File: config.mk
export PLATFORM = sky130hd
export DESIGN_NAME = rvie_muldiv
export DESIGN_NICKNAME = d
export VERILOG_FILES = /design/src/hw/rtl/rvie_pkg.sv /design/src/hw/rtl/rvie_muldiv.sv
export SDC_FILE = /design/constraint.sdc
export NUM_CORES = 2
export LEC_CHECK = 0
export BUFFER_PORTS_ARGS = -buffer_cell sky130_fd_sc_hd__buf_2
export CORE_MARGIN = 2
export CORE_UTILIZATION = 45
export CTS_BUF_LIST = sky130_fd_sc_hd__clkbuf_4
export CTS_CLUSTER_SIZE = 30
export DETAILED_ROUTE_END_ITERATION = 10
export PLACE_DENSITY_LB_ADDON = 0.05
export SKIP_LAST_GASP = 1
export SYNTH_ARGS = -nofsm -noshare
export SYNTH_HDL_FRONTEND = slang
export SYNTH_SLANG_ARGS = --single-unit
File: constraint.sdc
create_clock -name clk -period 13.4 [get_ports clk]
set_input_delay 0.67 -clock clk [delete_from_list [all_inputs] [get_ports clk]]
set_output_delay 0.67 -clock clk [all_outputs]
set_load 0.005 [all_outputs]
File: src/hw/rtl/rvie_pkg.sv
package rvie_pkg;

  localparam logic [5:0] GROUP_CMP = 6'h10;
  localparam logic [5:0] GROUP_MEM = 6'h20;
  localparam logic [5:0] GROUP_JMP = 6'h30;

  localparam logic [5:0] OP_ADD  = 6'h01;
  localparam logic [5:0] OP_SUB  = 6'h02;
  localparam logic [5:0] OP_MUL  = 6'h03;
  localparam logic [5:0] OP_DIV  = 6'h04;
  localparam logic [5:0] OP_MOD  = 6'h05;
  localparam logic [5:0] OP_AND  = 6'h06;
  localparam logic [5:0] OP_OR   = 6'h07;
  localparam logic [5:0] OP_XOR  = 6'h08;
  localparam logic [5:0] OP_SHL  = 6'h09;
  localparam logic [5:0] OP_SHR  = 6'h0A;
  localparam logic [5:0] OP_LT   = GROUP_CMP + 6'd0;
  localparam logic [5:0] OP_GT   = GROUP_CMP + 6'd1;
  localparam logic [5:0] OP_LE   = GROUP_CMP + 6'd2;
  localparam logic [5:0] OP_GE   = GROUP_CMP + 6'd3;
  localparam logic [5:0] OP_EQ   = GROUP_CMP + 6'd4;
  localparam logic [5:0] OP_NE   = GROUP_CMP + 6'd5;
  localparam logic [5:0] OP_LAND = GROUP_CMP + 6'd6;
  localparam logic [5:0] OP_LOR  = GROUP_CMP + 6'd7;
  localparam logic [5:0] OP_LD8  = GROUP_MEM + 6'd7;
  localparam logic [5:0] OP_ST8  = GROUP_MEM + 6'd15;
  localparam logic [5:0] OP_JLT  = GROUP_JMP + 6'd0;
  localparam logic [5:0] OP_JGT  = GROUP_JMP + 6'd1;
  localparam logic [5:0] OP_JLE  = GROUP_JMP + 6'd2;
  localparam logic [5:0] OP_JGE  = GROUP_JMP + 6'd3;
  localparam logic [5:0] OP_JEQ  = GROUP_JMP + 6'd4;
  localparam logic [5:0] OP_JNE  = GROUP_JMP + 6'd5;
  localparam logic [5:0] OP_JMP  = GROUP_JMP + 6'd6;

  localparam logic [1:0] FAULT_OK     = 2'd0;
  localparam logic [1:0] FAULT_OPCODE = 2'd1;
  localparam logic [1:0] FAULT_DIV0   = 2'd2;
  localparam logic [1:0] FAULT_ADDR   = 2'd3;

  typedef struct packed {
    logic start;
    logic div;
    logic rem;
  } md_ctl_t;

  typedef struct packed {
    logic re;
    logic we;
  } dm_req_t;

endpackage

File: src/hw/rtl/rvie_muldiv.sv
module rvie_muldiv
  import rvie_pkg::*;
(
  input  logic        clk,
  input  logic        rst_n,
  input  md_ctl_t     ctl,
  input  logic [63:0] a,
  input  logic [63:0] b,
  output logic        done,
  output logic [63:0] result
);

  logic        run_r, fin_r, div_r, rem_r, negq_r, nega_r;
  logic [6:0]  cnt_r;
  logic [63:0] acc_r, dvd_r, dvs_r, ma_r, mb_r;
  logic [31:0] mop_a, mop_b;
  logic [63:0] prod;
  logic [64:0] rem_sh, diff;

  // low 64 bits of the product: al*bl + (al*bh + ah*bl) << 32, one partial a cycle
  always_comb begin
    case (cnt_r[1:0])
      2'd0:    begin mop_a = ma_r[31:0];  mop_b = mb_r[31:0];  end
      2'd1:    begin mop_a = ma_r[31:0];  mop_b = mb_r[63:32]; end
      default: begin mop_a = ma_r[63:32]; mop_b = mb_r[31:0];  end
    endcase
  end
  assign prod = mop_a * mop_b;

  assign rem_sh = {acc_r, dvd_r[63]};
  assign diff   = rem_sh - {1'b0, dvs_r};

  always_ff @(posedge clk) begin
    if (!rst_n) begin
      run_r <= 1'b0;
      fin_r <= 1'b0;
      cnt_r <= '0;
    end else begin
      fin_r <= 1'b0;
      if (ctl.start) begin
        run_r <= 1'b1;
        cnt_r <= '0;
      end else if (run_r) begin
        cnt_r <= cnt_r + 7'd1;
        if ((!div_r && cnt_r == 7'd2) || (div_r && cnt_r == 7'd63)) begin
          run_r <= 1'b0;
          fin_r <= 1'b1;
        end
      end
    end
  end

  always_ff @(posedge clk) begin
    if (ctl.start) begin
      div_r  <= ctl.div;
      rem_r  <= ctl.rem;
      ma_r   <= a;
      mb_r   <= b;
      negq_r <= a[63] ^ b[63];
      nega_r <= a[63];
      dvd_r  <= a[63] ? -a : a;
      dvs_r  <= b[63] ? -b : b;
      acc_r  <= '0;
    end else if (run_r) begin
      if (div_r) begin
        if (!diff[64]) begin
          acc_r <= diff[63:0];
          dvd_r <= {dvd_r[62:0], 1'b1};
        end else begin
          acc_r <= rem_sh[63:0];
          dvd_r <= {dvd_r[62:0], 1'b0};
        end
      end else if (cnt_r == 7'd0) begin
        acc_r <= prod;
      end else begin
        acc_r <= acc_r + {prod[31:0], 32'd0};
      end
    end
  end

  always_comb begin
    if (!div_r) begin
      result = acc_r;
    end else if (rem_r) begin
      result = nega_r ? -acc_r : acc_r;
    end else begin
      result = negq_r ? -dvd_r : dvd_r;
    end
  end

  assign done = fin_r;

endmodule

==> results.cfg <==
[clocking]
cts_made_buffers = 91
htree_num_levels = 3
cts_resized = 0
clkSlewWorstSetupHoldPaths_ps = 80
cts_setup_buffers = 0
clk_latency_ps = 1030
cts_buffer_depth = 3
cts_sinks = 331
cts_tree = built
cts_root_buf = clkbuf_4

[logic_synthesis]
ys_seq_elements = 331
synth_area_leader_cell = fa_1
async_flop_share_pct = 0
yosysSeqAreaShare_pct = 16.1
ys_warn_count = 0
synthTopCellsByArea = fa_1 (31%), edfxtp_1 (14%), ha_1 (8.1%)
avgSynthCellArea_sq_um = 8.66
synth_edf_count = 258
syn_area_sq_um = 57200
synth_top_area_share_pct = 31.4
syn_inst = 6605
synth_ff_type = edfxtp_1
synth.distinct_cells = 80
syn_nets = 8005

[drt]
detail_route.first_pass.iterations = 6
vias = 50007
drc_errors = 0
drt_wl_total_microns = 231000
antenna_left = 0
routedWlPerCell_microns = 27.1
drtIter0Drc = 4920
vias_per_cell = 5.86

[worst_setup_path]
worstPathMaxFanout = 43
critical_path.startpoint = cnt_r[0]
worstSetupPathType = reg -> reg
cp_common_cell = fa_1
worstReg2RegStart = cnt_r[0]
cp-endpoint = acc_r[60]
regToRegEndpoint = acc_r[60]
required_ps = 14270
rrSetupSlack_ps = 2310
start_kind = flop
endpoint_kind = flop
arrival_ps = 11960
ff2ff_path_depth = 33
slowest_delay_ps = 1110
cp_slowest_cell = mux2i_1

[timing]
finalCritPeriodShare_pct = 82.8
max_slew.worst_pin.slew_ps = 1320
fin_skew_ps = 122
slew_headroom_pct = 9.20
rsz0062_at_grt = false
timing.final.setup_violations = 0
period_needed_ps = 11090
max_freq_mhz = 90.1
hold_viol = 0
drv_slew = 0
fin_tns_setup_ps = 0

[die]
core_sq_um = 126000
dieArea_sq_um = 130000
die_w_microns = 360
start_util_pct = 45.4
die_h_microns = 360
placementRows = 130
ioPinCount = 198

[global_routing]
grtUsageTotal_pct = 35.7
grt_pass1_wl_microns = 339000
grt_max_degree = 158
antenna_found_initial = 20
grt_pass1_vias = 49949
grt-ovfl-total = 0

[place]
portBuffers = 197
gp_congestion = 1.01
dp_hpwl_microns = 185000

[flow_run]
maxCapViolations = 0

[run_status]
outcome = finished clean

[layout]
final_cell_mix = nand2_1 (1013), inv_1 (973), fa_1 (898)
nNetsFinal = 8218
layout-drive-gt1-share_pct = 8.78
syn_to_final_growth_pct = 9.45
mostFrequentLayoutCell = nand2_1

[hold_path]
hold_path_class = in -> reg
[metal layers]
metal	up-vias	routed length, microns	global-route usage [%]
li1	22042	-	-
met4	14	9950	13.1
met5	-	81	0
met2	2244	99800	53.4
met3	385	21400	7.78
met1	25322	100000	50.6
[critical path: cells and delay by family (launching register included)]
| family | cells | cell delay [ps] |
|---|---|---|
| compound gates | 7 | 1370 |
| mux | 1 | 1110 |
| fa+ha+maj | 11 | 5040 |
| buf+inv | 4 | 540 |
| simple gates | 8 | 2090 |
| flops | 1 | 440 |
| xor+xnor | 2 | 330 |
[worst min-delay path by stage]
stage,startpoint,endpoint,slack [ps],cells past startpoint
floorplan,cnt_r[5],cnt_r[5],470,2
global placement,cnt_r[5],cnt_r[5],480,2
detailed placement,cnt_r[5],cnt_r[5],490,2
CTS,ctl[2],ma_r[13],170,1
global route,ctl[2],ma_r[14],240,1
finish,ctl[2],ma_r[14],250,1
[logic make-up (layout without fill, tap and decap cells)]
logic type / Yosys count / after routing / share of synthesized area, %
buf+inv: 1316 / 1593 / 8.65
simple gates: 2059 / 2059 / 15.4
xor+xnor: 329 / 329 / 5.04
compound gates: 1169 / 1169 / 12.7
flops: 331 / 331 / 16.1
mux: 134 / 134 / 2.49
fa+ha+maj: 1267 / 1267 / 39.5
other cells: 0 / 8 / 0
[cells in the mapped netlist, drive strengths merged, types with 31 or more instances]
master and instances:
nor3 41, nor4 31, a21o 85, a21oi 372, a211oi 47, nor2 625
o21ai 274, fa 898, xor2 127, or4 42, xnor2 202, nand4 46
clkbuf 313, dfxtp 73, inv 973, mux2 65, ha 369, or3 59
nand2 1016, mux2i 69, nand2b 42, o22ai 51, o31ai 84, o41ai 46
nand3 49, edfxtp 258
[layout make-up]
cell class,instances,area [sq um]
fill,12178,63300
multi-input combinational,4958,43200
sequential,331,9210
inverter,974,3660
timing repair buffer,462,3350
tap,1650,2060
clock buffer,125,938
clock inverter,32,168
antenna,8,20.0
[flip-flops by register name, summed over array words and instances, names as in the netlist]
name	flops
div_r	1
acc_r	64
ma_r	63
dvd_r	64
cnt_r	7
dvs_r	64
mb_r	63
nega_r	1
run_r	1
done	1
negq_r	1
rem_r	1
[stage by stage]
| stage | worst slack, ps | instance area, sq um | utilization (%) | cells | hold WS (ps) |
|---|---|---|---|---|---|
| finish | 2310 | 62600 | 49.7 | 8540 | 254 |
| global route | 1640 | 62600 | 49.7 | 8539 | 243 |
| CTS | 2400 | 62600 | 49.7 | 8532 | 173 |
| detailed placement | 2440 | 60200 | 47.8 | 8246 | 491 |
| global placement | 2600 | 60200 | 47.8 | 8246 | 481 |
| floorplan | 3640 | 57200 | - | 6605 | 466 |
[what timing repair did]
item / 4_1_cts / 5_1_grt
setup endpoints to repair: 0 / 0
hold buffers: 129 / 0
hold endpoints to repair: 183 / 0
Power is left out: the tool's default activity adds up to more than one toggle a clock period on the data nets, which glitch-free logic cannot reach.
